===== src/klcg_pkg.sv =====
// shared types, constants and lookup functions for the keyed lcg text descrambler
// no dependencies; used by klcg_core and keyed_lcg_text_descrambler_unit
`default_nettype none

package klcg_pkg;

    typedef enum logic [1:0] {
        PH_HDR  = 2'd0,
        PH_SEED = 2'd1,
        PH_DATA = 2'd2,
        PH_PASS = 2'd3
    } t_phase;

    // results caused by one character: some header characters, then one final item
    typedef struct packed {
        logic [2:0] hdr_cnt;
        logic       fin_ok;
        logic [7:0] fin_char;
        logic       fin_valid;
        logic       fin_dec;
        logic       fin_last;
    } t_grp;

    localparam int          HDR_LEN  = 5;
    localparam logic [31:0] LCG_MUL  = 32'd16777213;
    localparam logic [31:0] LCG_ADD  = 32'd6423135;
    localparam logic [39:0] HDR_STR  = "*#**#";
    localparam logic [127:0] BOOK_STR = "6psUoSXW3rVZhI1z";
    // key string repeated to fill all 64 index values
    localparam logic [511:0] KEY_STR =
        "faieugrf;owtnpi4u5hutkerfbuoery4ug3faieugrf;owtnpi4u5hutkerfbuoe";

    function automatic logic [7:0] hdr_char(input logic [2:0] idx);
        logic [7:0] r;
        r = 8'd0;
        if (idx < 3'(HDR_LEN)) begin
            r = HDR_STR[8 * (HDR_LEN - 1 - int'(idx)) +: 8];
        end
        return r;
    endfunction

    // codebook position, 16 when the character is not in the book
    function automatic logic [4:0] book_decode(input logic [7:0] c);
        logic [4:0] r;
        r = 5'd16;
        for (int i = 15; i >= 0; i--) begin
            if (c == BOOK_STR[8 * (15 - i) +: 8]) begin
                r = 5'(i);
            end
        end
        return r;
    endfunction

    function automatic logic [7:0] key_byte(input logic [5:0] idx);
        return KEY_STR[8 * (63 - int'(idx)) +: 8];
    endfunction

endpackage

`default_nettype wire


===== src/klcg_core.sv =====
// descrambler state: header check, seed assembly, pair decode and lcg step
// depends on klcg_pkg; results of one character leave as a t_grp
`default_nettype none

module klcg_core #(
    parameter int KEY_LENGTH = 35
) (
    input  wire logic           i_clk,
    input  wire logic           i_rst_n,
    input  wire logic           i_en,
    input  wire logic [7:0]     i_char,
    input  wire logic           i_last,
    output klcg_pkg::t_grp      o_grp
);
    import klcg_pkg::*;

    t_phase      r_phase,  n_phase;
    logic [2:0]  r_pos,    n_pos;
    logic [31:0] r_seed,   n_seed;
    logic [4:0]  r_held,   n_held;
    logic        r_half,   n_half;
    logic [5:0]  r_key,    n_key;

    logic [4:0]  dec;
    logic [35:0] nib_w;
    logic [8:0]  pair_w;
    logic [6:0]  key_inc;
    logic        hdr_hit;

    always_comb begin
        dec     = book_decode(i_char);
        nib_w   = {31'b0, dec} << {r_pos, 2'b00};
        pair_w  = {4'b0, r_held} | {dec, 4'b0};
        key_inc = {1'b0, r_key} + 7'd1;
        hdr_hit = (r_pos < 3'(HDR_LEN)) && (i_char == hdr_char(r_pos));

        n_phase = r_phase;
        n_pos   = r_pos;
        n_seed  = r_seed;
        n_held  = r_held;
        n_half  = r_half;
        n_key   = r_key;

        o_grp           = '0;
        o_grp.fin_last  = i_last;

        case (r_phase)
            PH_HDR: begin
                if (hdr_hit) begin
                    if (r_pos == 3'(HDR_LEN - 1)) begin
                        n_phase = PH_SEED;
                        n_pos   = 3'd0;
                        o_grp.fin_ok = i_last;
                    end else begin
                        n_pos = r_pos + 3'd1;
                        if (i_last) begin
                            o_grp.hdr_cnt   = r_pos;
                            o_grp.fin_ok    = 1'b1;
                            o_grp.fin_char  = i_char;
                            o_grp.fin_valid = 1'b1;
                        end
                    end
                end else begin
                    o_grp.hdr_cnt   = (r_pos > 3'(HDR_LEN)) ? 3'(HDR_LEN) : r_pos;
                    o_grp.fin_ok    = 1'b1;
                    o_grp.fin_char  = i_char;
                    o_grp.fin_valid = 1'b1;
                    n_phase = PH_PASS;
                    n_pos   = 3'd0;
                end
            end
            PH_SEED: begin
                n_seed = r_seed | nib_w[31:0];
                if (r_pos == 3'd7) begin
                    n_phase = PH_DATA;
                    n_pos   = 3'd0;
                end else begin
                    n_pos = r_pos + 3'd1;
                end
                o_grp.fin_ok = i_last;
            end
            PH_DATA: begin
                if (!r_half) begin
                    n_held = dec;
                    n_half = 1'b1;
                    o_grp.fin_ok = i_last;
                end else begin
                    o_grp.fin_ok    = 1'b1;
                    o_grp.fin_char  = pair_w[7:0] ^ r_seed[7:0] ^ key_byte(r_key);
                    o_grp.fin_valid = 1'b1;
                    o_grp.fin_dec   = 1'b1;
                    n_seed = r_seed * LCG_MUL + LCG_ADD;
                    n_key  = (key_inc >= 7'(KEY_LENGTH)) ? 6'd0 : key_inc[5:0];
                    n_half = 1'b0;
                end
            end
            PH_PASS: begin
                o_grp.fin_ok    = 1'b1;
                o_grp.fin_char  = i_char;
                o_grp.fin_valid = 1'b1;
            end
            default: begin
                n_phase = PH_HDR;
            end
        endcase

        // end of text: start over for the next one
        if (i_last) begin
            n_phase = PH_HDR;
            n_pos   = 3'd0;
            n_seed  = 32'd0;
            n_held  = 5'd0;
            n_half  = 1'b0;
            n_key   = 6'd0;
        end
    end

    always_ff @(posedge i_clk) begin
        if (!i_rst_n) begin
            r_phase <= PH_HDR;
            r_pos   <= 3'd0;
            r_seed  <= 32'd0;
            r_held  <= 5'd0;
            r_half  <= 1'b0;
            r_key   <= 6'd0;
        end else if (i_en) begin
            r_phase <= n_phase;
            r_pos   <= n_pos;
            r_seed  <= n_seed;
            r_held  <= n_held;
            r_half  <= n_half;
            r_key   <= n_key;
        end
    end

endmodule

`default_nettype wire


===== src/keyed_lcg_text_descrambler_unit.sv =====
// top level of the keyed lcg text descrambler: stream ports and result serializer
// depends on klcg_pkg and klcg_core
`default_nettype none

// Descrambles a text one character per request. A result appears on the master
// side in the cycle after its character is taken. A character yields at most one
// result except when the header check fails or the text ends inside the header;
// then the matched header characters and the current one come out, up to five,
// one per cycle while the master takes them, and the slave side waits until the
// last of them is taken. Otherwise one character is taken every cycle unless a
// result is held, set by the single result register, which accepts a new group
// in the cycle its final result leaves. Characters that cause no result (seed,
// first half of a pair) leave nothing in the result register. The end marker of
// a text with no trailing result comes out with tuser all zero and tlast set.
module keyed_lcg_text_descrambler_unit #(
    parameter int KEY_LENGTH = 35
) (
    input  wire logic       i_clk,
    input  wire logic       i_rst_n,
    input  wire logic       i_s_axis_tvalid,
    output logic            o_s_axis_tready,
    input  wire logic [7:0] i_s_axis_tdata,   // [7:0] char_in
    input  wire logic       i_s_axis_tlast,   // last_in
    output logic            o_m_axis_tvalid,
    input  wire logic       i_m_axis_tready,
    output logic [7:0]      o_m_axis_tdata,   // [7:0] out_char
    output logic [1:0]      o_m_axis_tuser,   // [0] out_valid, [1] out_decoded
    output logic            o_m_axis_tlast    // out_last
);
    import klcg_pkg::*;

    t_grp       core_grp;
    t_grp       r_grp;
    logic       r_grp_vld;
    logic [2:0] r_idx;
    logic       s_take;
    logic       m_take;
    logic       at_end;

    assign at_end          = (r_idx == r_grp.hdr_cnt);
    assign m_take          = r_grp_vld && i_m_axis_tready;
    assign o_s_axis_tready = !r_grp_vld || (m_take && at_end);
    assign s_take          = i_s_axis_tvalid && o_s_axis_tready;

    klcg_core #(
        .KEY_LENGTH (KEY_LENGTH)
    ) u_core (
        .i_clk   (i_clk),
        .i_rst_n (i_rst_n),
        .i_en    (s_take),
        .i_char  (i_s_axis_tdata),
        .i_last  (i_s_axis_tlast),
        .o_grp   (core_grp)
    );

    always_ff @(posedge i_clk) begin
        if (!i_rst_n) begin
            r_grp_vld <= 1'b0;
            r_idx     <= 3'd0;
        end else if (s_take) begin
            r_grp_vld <= core_grp.fin_ok;
            r_idx     <= 3'd0;
        end else if (m_take) begin
            if (at_end) begin
                r_grp_vld <= 1'b0;
            end else begin
                r_idx <= r_idx + 3'd1;
            end
        end
    end

    always_ff @(posedge i_clk) begin
        if (s_take) begin
            r_grp <= core_grp;
        end
    end

    // header characters first, then the item the character itself caused
    always_comb begin
        o_m_axis_tvalid = r_grp_vld;
        if (at_end) begin
            o_m_axis_tdata = r_grp.fin_char;
            o_m_axis_tuser = {r_grp.fin_dec, r_grp.fin_valid};
            o_m_axis_tlast = r_grp.fin_last;
        end else begin
            o_m_axis_tdata = hdr_char(r_idx);
            o_m_axis_tuser = 2'b01;
            o_m_axis_tlast = 1'b0;
        end
    end

    a_idx_in_group: assert property (@(posedge i_clk) disable iff (!i_rst_n)
        r_grp_vld |-> (r_idx <= r_grp.hdr_cnt))
        else $error("serializer index beyond its group");

    a_ready_only_at_end: assert property (@(posedge i_clk) disable iff (!i_rst_n)
        (o_s_axis_tready && r_grp_vld) |-> (i_m_axis_tready && at_end))
        else $error("new character taken while results still pending");

    a_decoded_is_char: assert property (@(posedge i_clk) disable iff (!i_rst_n)
        (o_m_axis_tvalid && o_m_axis_tuser[1]) |-> o_m_axis_tuser[0])
        else $error("decoded result without a character");

    a_header_not_last: assert property (@(posedge i_clk) disable iff (!i_rst_n)
        (r_grp_vld && !at_end) |-> !o_m_axis_tlast)
        else $error("header replay marked as final");

endmodule

`default_nettype wire


===== config.mk =====
export PLATFORM = sky130hd
export DESIGN_NAME = keyed_lcg_text_descrambler_unit
export DESIGN_NICKNAME = d
export VERILOG_FILES = /design/src/klcg_pkg.sv /design/src/klcg_core.sv /design/src/keyed_lcg_text_descrambler_unit.sv
export SDC_FILE = /design/constraint.sdc
export NUM_CORES = 1
export LEC_CHECK = 0
export BUFFER_PORTS_ARGS = -buffer_cell sky130_fd_sc_hd__buf_2
export CAP_MARGIN = 20
export CORE_ASPECT_RATIO = 0.7
export CORE_MARGIN = 10
export CORE_UTILIZATION = 35
export DETAILED_ROUTE_END_ITERATION = 10
export GPL_TIMING_DRIVEN = 0
export PLACE_DENSITY = 0.48
export RECOVER_POWER = 50
export SLEW_MARGIN = 20
export SYNTH_ARGS = -nofsm -noshare
export SYNTH_HDL_FRONTEND = slang
export SYNTH_SLANG_ARGS = --single-unit

===== constraint.sdc =====
create_clock -name i_clk -period 5.6 [get_ports i_clk]
set_clock_uncertainty 0.05 [all_clocks]
set_input_delay 0.84 -clock i_clk [delete_from_list [all_inputs] [get_ports i_clk]]
set_output_delay 0.84 -clock i_clk [all_outputs]
set_load 0.02 [all_outputs]

After elaboration in Yosys (flattened, before gate mapping)
Cells that the tools add are included.
Word-level totals
  register bits: 67
  bits in latches: 0
  memory bits (writable): 0
  memory bits (read-only): 0
  input port bits: 13
  output and inout bits: 13
  memories: 0
Cells by class
  add/sub/neg operators: 7
  multipliers: 1
  div/mod/pow operators: 0
  $lt $le $gt $ge: 4
  eq/ne operators: 27
  shifts and indexed selects: 4
  mux-type cells: 57
  bitwise operators: 6
  reductions and logical operators: 22
Operators with widths (number)
  $shiftx 512x32->8 const A: 1
  $eq 8x7->1 const B: 13
  $mux 5: 19
  $mux 32: 2
  $pmux 32 s2: 1
  $shiftx 40x32->8 const A: 1
  $shiftx 40x7->8 const A: 1
  $add 32x23->32 const B: 1
  $mul 32x24->32 const B: 1
  $or 32x32->32: 1
  $shl 5x5->32: 1
  $pmux 9 s3: 1
  $mux 13: 2
  $eq 8x6->1 const B: 3
  $mux 6: 4
  $mux 8: 3
  $mux 3: 6
  $xor 8x8->8: 2
  $mux 10: 1
  $mux 2: 5
  $mux 1: 9
  $mux 9: 1
  $reduce_and 3->1: 3
  $eq 8x8->1: 1
  28 further kinds: 45

Longest topological paths before layout
Gate-level depths: netlist (run 1).
  depth in word-level cells: 22
  mapped depth: 16

By module
From an unflattened synthesis (run 1), not the netlist that was laid out.
Unflattened totals
  cell total of the unflattened synthesis: 569
  area, all modules: 4629.4 um2
By module, submodules not included
  klcg_core: instances 1, cells an instance 498, area each 3789.9 um2
  keyed_lcg_text_descrambler_unit: instances 1, cells an instance 71, area each 839.6 um2

Worst setup path after synthesis (run 1)
OpenSTA, ideal clock, no wires.
  path kind: flip-flop to flip-flop
  start point: register u_core.r_seed[0]
  end point: register u_core.r_seed[7]
  setup time: 121 ps
  arrival: 3941 ps
  data required time: 5429 ps
  setup slack: 1488 ps
  cell stages (with the launch flop): 17
  buffers on the path: 0
  period minus slack after synthesis: 4112 ps
  cell sequence: dfxtp_1 -> inv_1 -> fa_1 -> inv_1 -> ha_1 -> inv_1 -> fa_1 -> inv_1 -> ha_1 -> ha_1 -> fa_1 -> xnor2_1 -> xnor2_1 -> xnor2_1 -> xnor3_1 -> nand3_1 -> nand3_1
On the way
  cells in the longest elaborated chain, start to end: 5
RTL lines
  start: declaration: RTL line klcg_core.sv:19  | logic [31:0] r_seed, n_seed;
  start signal: assignment: RTL line klcg_core.sv:129  | r_seed <= n_seed;
  $mul 32x24->32: RTL line klcg_core.sv:92  | n_seed = r_seed * LCG_MUL + LCG_ADD;
  $add 32x23->32: RTL line klcg_core.sv:92
  $mux 32: RTL line klcg_core.sv:83  | if (!r_half) begin
  $pmux 32 s2: RTL line klcg_core.sv:47  | case (r_phase)
  $mux 32: RTL line klcg_core.sv:108  | if (i_last) begin
Every way passes these cells. The select of a mux whose other input is x is not followed.
A chain may end at the register's enable or synchronous reset.

Final worst setup path (run 1)
Same ends and word-level chain as after synthesis.

==> results of run 1 <==
logic make-up (layout without fill, tap and decap cells):
logic type,Yosys count,count (layout)
buffers and inverters,82,115
flip-flops,43,43
XOR/XNOR,40,40
AND/OR/NAND/NOR,170,170
adder cells (fa/ha/maj),46,46
AO/OA/AOI/OAI,156,156
multiplexers,17,17
power by group:
group	total [mW]	switching (mW)	internal, mW
clock	0.311	0.142	0.170
sequential	0.352	0.0107	0.341
combinational	0.277	0.169	0.108
total	0.941	0.322	0.619
layout by cell type (no fill, tap or decap), types with 8 or more instances in the layout:
cell type	instances
mux2i_1	8
inv_1	39
dfxtp_1	29
xor2_1	11
a31oi_1	10
a22o_1	9
ha_1	37
xnor2_1	26
clkbuf_1	34
o21ai_0	29
edfxtp_1	14
nand3_1	12
a21oi_1	30
nor2_1	34
nor2b_1	14
fa_1	8
nand2_1	41
nand2b_1	12
a211oi_1	9
buf_2	27
worst max-delay path: stages (launching register included):
cell     delay, ns
dfxtp_1       0.59
inv_1         0.21
fa_1          0.62
inv_1         0.19
ha_1          0.17
inv_1         0.05
fa_1          0.50
inv_1         0.05
ha_1          0.28
ha_1          0.31
fa_1          0.44
xnor2_1       0.21
xnor2_1       0.11
xnor2_1       0.25
xnor3_1       0.41
nand3_1       0.10
nand3_1       0.06
worst min path at each step:
| stage | end | slack, ns | cells past startpoint |
|---|---|---|---|
| 3_3_place_gp | u_core.r_held[4] | 0.40 | 2 |
| 5_1_grt | u_core.r_held[4] | 0.44 | 2 |
| 2_1_floorplan | u_core.r_held[4] | 0.39 | 2 |
| 4_1_cts | u_core.r_held[4] | 0.42 | 2 |
| 3_5_place_dp | u_core.r_held[4] | 0.41 | 2 |
| 6_report | u_core.r_held[4] | 0.42 | 2 |
final cells by class:
| class | instances | area [sq um] | share of cell area [%] |
|---|---|---|---|
| buffer | 40 | 186 | 3.70 |
| clock buffer | 5 | 125 | 2.48 |
| clock inverter | 3 | 26.3 | 0.521 |
| inverter | 42 | 158 | 3.12 |
| multi-input combinational | 429 | 3220 | 63.9 |
| sequential | 43 | 1000 | 19.8 |
| tap | 162 | 203 | 4.02 |
| timing repair buffer | 25 | 121 | 2.41 |
routing by layer:
metal  track usage [%]  up-vias  part of all wire, %  wire, microns
li1                  -     2073                    -              -
met1              23.8     2083                   52           7390
met2              22.1      138                   41           5770
met3              3.26        9                  6.2            883
met4              3.45        0                 0.89            126
met5                 0        -                    0              0
flip-flops by register name, summed over array words and instances, names as in the netlist:
register and count:
r_idx 3, u_core.r_pos 3, u_core.r_half 1, r_grp 14, o_m_axis_tvalid 1, u_core.r_phase 2
u_core.r_key 6, u_core.r_held 5, u_core.r_seed 8
==> results.sh, run 1 <==
export IMPL_setup_viol=0
export IMPL_whs_ns=0.416
export IMPL_synth_compound_area_share_pct=23.5
export IMPL_portBuffers=25
export IMPL_fp_coreArea_sq_mm=0.0126
export IMPL_grt_pass1_vias=4141
export IMPL_cp_max_fo=8
export IMPL_nets=644
export IMPL_grt_overflow=0
export IMPL_grt_setup_unrepaired="false"
export IMPL_initial_core_util_pct=36.3
export IMPL_avgSynthCellArea_sq_um=8.25
export IMPL_diodes=0
export IMPL_total_power_mw=0.941
export IMPL_drv_slew=0
export IMPL_max_freq_mhz=212
export IMPL_n_fill_cell=1265
export IMPL_cts_resized=0
export IMPL_grt_max_degree=20
export IMPL_p_leak_nw=1.95
export IMPL_hold_violations=0
export IMPL_status="complete, no violations"
export IMPL_ys_flop_type="dfxtp_1"
export IMPL_place_congestion=0.913
export IMPL_critPathLaunch="u_core.r_seed[0]"
export IMPL_dieArea_sq_mm=0.0181
export IMPL_cts_sinks=43
export IMPL_yosys_top_cells_area="dfxtp_1 13%, ha_1 10%, edfxtp_1 9.2%, xnor2_1 5.0%, fa_1 3.5%"
export IMPL_yosysTopAreaCell="dfxtp_1"
export IMPL_synth_top_area_share_pct=12.7
export IMPL_tritoncts="done"
export IMPL_startpoint_type="register"
export IMPL_vias=4303
export IMPL_drive_gt1_share_pct=9.54
export IMPL_worstMarginPinSlew_ns=0.784
export IMPL_synth_xor_area_share_pct=8.57
export IMPL_cts_inserted_buffers=5
export IMPL_grt_pass1_wl_mm=23.0
export IMPL_ant_nets=0
export IMPL_io_pins=26
export IMPL_cts_setup_buffers=0
export IMPL_fin_util_pct=40.1
export IMPL_min_path_type="register to register"
export IMPL_synthTopCellsByCount="41 x nand2_1, 39 x inv_1, 37 x ha_1"
export IMPL_drt_iter0_markers=342
export IMPL_cts_hold_buffers_added=0
export IMPL_min_delay_start="u_core.r_held[4]"
export IMPL_clkTransAtPathRegs_ns=0.07
export IMPL_synthSimpleGateAreaFrac_pct=19.7
export IMPL_synth_warnings=0
export IMPL_grt_use_total_pct=15.7
export IMPL_synth_top_family_by_area="compound AO/OA/AOI/OAI gates"
export IMPL_critPathCapture="u_core.r_seed[7]"
export IMPL_area_delta_synth_final_pct=10.3
export IMPL_clk_latency_ns=0.30
export IMPL_timing_rr_start="u_core.r_seed[0]"
export IMPL_syn_cell_area_sq_mm=0.00457
export IMPL_fin_crit_sh_pct=84.3
export IMPL_dpl_cell_area_sq_mm=0.00490
export IMPL_antenna_found_initial=0
export IMPL_synthCells=554
export IMPL_dp_hpwl_mm=10.9
export IMPL_fin_cells=749
export IMPL_stdcell_area_sq_mm=0.00504
export IMPL_criticalPathCategory="register to register"
export IMPL_irDropWorstVdd_v=0.000112
export IMPL_vias_per_cell=5.74
export IMPL_worst_slew_margin_rel_pct=47.5
export IMPL_yosysMostFrequentCell="nand2_1"
export IMPL_synth_edf_count=14
export IMPL_rows=34
export IMPL_avgRoutedWirePerCell_microns=18.9
export IMPL_first_pass_iters=5
export IMPL_drc=0
export IMPL_ff2ff_setup_slack_ns=0.88
export IMPL_htreeDepth=2
export IMPL_tns_ns=0
export IMPL_maxCapViolations=0
export IMPL_synth_seq_area_share_pct=21.9
export IMPL_reg2reg_to="u_core.r_seed[7]"
export IMPL_synth_area_mux_share_pct=4.95
export IMPL_fp_dieH_microns=116
export IMPL_powerDensity_mw_per_mm2=186
export IMPL_place_inst=741
export IMPL_cts_root_buffer="clkbuf_16"
export IMPL_setup_slack_ns=0.878
export IMPL_synth_seq_cells=43
export IMPL_required_ns=5.73
export IMPL_worstSetupEndpointType="register"
export IMPL_r2r_cells=16
export IMPL_min_period_ns=4.72
export IMPL_cts_path_max_buffers=2
export IMPL_ys_types=72
export IMPL_routed_wl_mm=14.2
export IMPL_cp_data_arrival_time_ns=4.86
export IMPL_async_flop_share_pct=0
export IMPL_dieWidth_microns=157
export IMPL_post_place_ws_ns=0.859
export IMPL_syn_nets=612
export IMPL_synth_fa_ha_area_share_pct=13.8
Note: power is estimated with default switching activity, not from simulation.
==> run 2, diff against run 1 <==
Clock period 5.6 ns to 4.4 ns, I/O delays scaled along.
==> results.sh, run 2 (same netlist as run 1, synthesis figures left out) <==
export IMPL_p_sw_share_pct=34.3
export IMPL_ant_nets=0
export IMPL_tns_ns=0
export IMPL_crit_path_cell_trace="inv_1 > fa_2 > inv_2 > ha_1 > inv_1 > fa_1 > inv_1 > ha_1 > ha_1 > fa_1 > ha_1 > a21oi_2 > xnor3_1 > nand3_1 > nand3_1"
export IMPL_cp_data_arrival_time_ns=4.31
export IMPL_place_congestion=0.913
export IMPL_p_switching_mw=0.411
export IMPL_maxCapViolations=0
export IMPL_clkTransAtPathRegs_ns=0.07
export IMPL_critPathTopFamily="adder cells"
export IMPL_vias_per_cell=5.79
export IMPL_fin_cells=750
export IMPL_cts_root_buffer="clkbuf_16"
export IMPL_post_place_ws_ns=-0.341
export IMPL_crit_path_max_incr_delay_ns=0.50
export IMPL_diodes=0
export IMPL_setup_slack_ns=0.218
export IMPL_min_delay_start="u_core.r_held[4]"
export IMPL_dieArea_sq_mm=0.0181
export IMPL_p_clk_share_pct=33.0
export IMPL_htreeDepth=2
export IMPL_cts_hold_buffers_added=0
export IMPL_vias=4340
export IMPL_crit_buf_inv=4
export IMPL_grt_setup_unrepaired="false"
export IMPL_worstMarginPinSlew_ns=0.782
export IMPL_worstSetupEndpointType="register"
export IMPL_grt_overflow=0
export IMPL_min_period_ns=4.18
export IMPL_crit_path_frequent_cell="ha_1"
export IMPL_dp_hpwl_mm=10.9
export IMPL_timing_rr_start="u_core.r_seed[0]"
export IMPL_avgRoutedWirePerCell_microns=18.9
export IMPL_largest_register_ffs=14
export IMPL_most_common_layout_cells="41 x nand2_1, 38 x inv_1, 37 x ha_1"
export IMPL_total_power_mw=1.20
export IMPL_cts_sinks=43
export IMPL_first_pass_iters=5
export IMPL_layout_commonest_cell="nand2_1"
export IMPL_portBuffers=25
export IMPL_drt_iter0_markers=357
export IMPL_drc=0
export IMPL_fin_crit_sh_pct=95.1
export IMPL_io_pins=26
export IMPL_status="complete, no violations"
export IMPL_grt_pass1_vias=4142
export IMPL_area_delta_synth_final_pct=11.0
export IMPL_dpl_cell_area_sq_mm=0.00490
export IMPL_max_freq_mhz=239
export IMPL_setup_viol=0
export IMPL_irDropWorstVdd_v=0.000142
export IMPL_antenna_found_initial=0
export IMPL_drive_gt1_share_pct=10.7
export IMPL_initial_core_util_pct=36.3
export IMPL_combPwrFrac_pct=29.6
export IMPL_internal_power_mw=0.786
export IMPL_nets=645
export IMPL_powerDensity_mw_per_mm2=236
export IMPL_dieWidth_microns=157
export IMPL_stdcell_area_sq_mm=0.00507
export IMPL_reg_top3="r_grp x14, u_core.r_seed x8, u_core.r_key x6"
export IMPL_fp_coreArea_sq_mm=0.0126
export IMPL_criticalPathCategory="register to register"
export IMPL_clk_latency_ns=0.30
export IMPL_min_path_type="register to register"
export IMPL_tritoncts="done"
export IMPL_required_ns=4.53
export IMPL_fp_dieH_microns=116
export IMPL_grt_max_degree=20
export IMPL_critPathLaunch="u_core.r_seed[0]"
export IMPL_critPathSlowestCell="fa_1"
export IMPL_cts_path_max_buffers=2
export IMPL_worst_slew_margin_rel_pct=47.7
export IMPL_place_inst=741
export IMPL_cp_max_fo=8
export IMPL_grt_use_total_pct=15.7
export IMPL_p_leak_nw=1.97
export IMPL_rows=34
export IMPL_whs_ns=0.416
export IMPL_routed_wl_mm=14.2
export IMPL_cts_inserted_buffers=5
export IMPL_fin_util_pct=40.3
export IMPL_startpoint_type="register"
export IMPL_p_seq_share_pct=37.4
export IMPL_top_register="r_grp"
export IMPL_drv_slew=0
export IMPL_hold_violations=0
export IMPL_grt_pass1_wl_mm=23.0
## run 2: changes by cell type in the layout (fill, tap and decap cells not counted), sizes merged
cell	change
clkbuf	+1
## run 2: worst min-delay path, delay by kind of cell (launching register included)
| family | cells | cell delay (ns) |
|---|---|---|
| AO/OA/AOI/OAI | 1 | 0.05 |
| flip-flops | 1 | 0.31 |
| AND/OR/NAND/NOR | 1 | 0.06 |
## run 2: area by class of cell
cell class | count | area [sq um]
multi-input cells | 429 | 3240
clock inverters | 3 | 26.3
repair buffers | 26 | 126
flip-flops and latches | 43 | 1010
inverters | 42 | 158
plain buffers | 40 | 188
well taps | 162 | 203
clock buffers | 5 | 125
fillers | 1269 | 7520
## run 2: what timing repair did
item                                    CTS  global route
endpoints found under the setup margin    2             1
setup buffers                             0             1
hold endpoints to repair                  0             0
resized for setup                         6             3
cloned                                    0             0
pin swaps                                 0             2
## run 2: worst paths after layout
kind / slack, ns / end / depth (start not counted)
hold / removal: 0.42 / u_core.r_held[4] / 2
setup reg to reg: 0.22 / u_core.r_seed[7] / 15
setup / recovery: 0.22 / u_core.r_seed[7] / 15
hold reg to reg: 0.42 / u_core.r_held[4] / 2
## run 2: routing by layer
metal	share of wire (%)	GRT usage (%)	vias up
li1	-	-	2085
met1	52	23.8	2092
met2	40	22.1	150
met3	6.6	3.26	13
met4	1.0	3.45	0
met5	0	0	-
## run 2: power by group through the flow
stage	Clock (mW)	Combinational [mW]	Sequential [mW]
floorplan	0	0.251	0.453
global placement	0	0.347	0.457
detailed placement	0	0.352	0.457
CTS	0.404	0.355	0.448
global route	0.424	0.393	0.449
finish	0.395	0.354	0.447
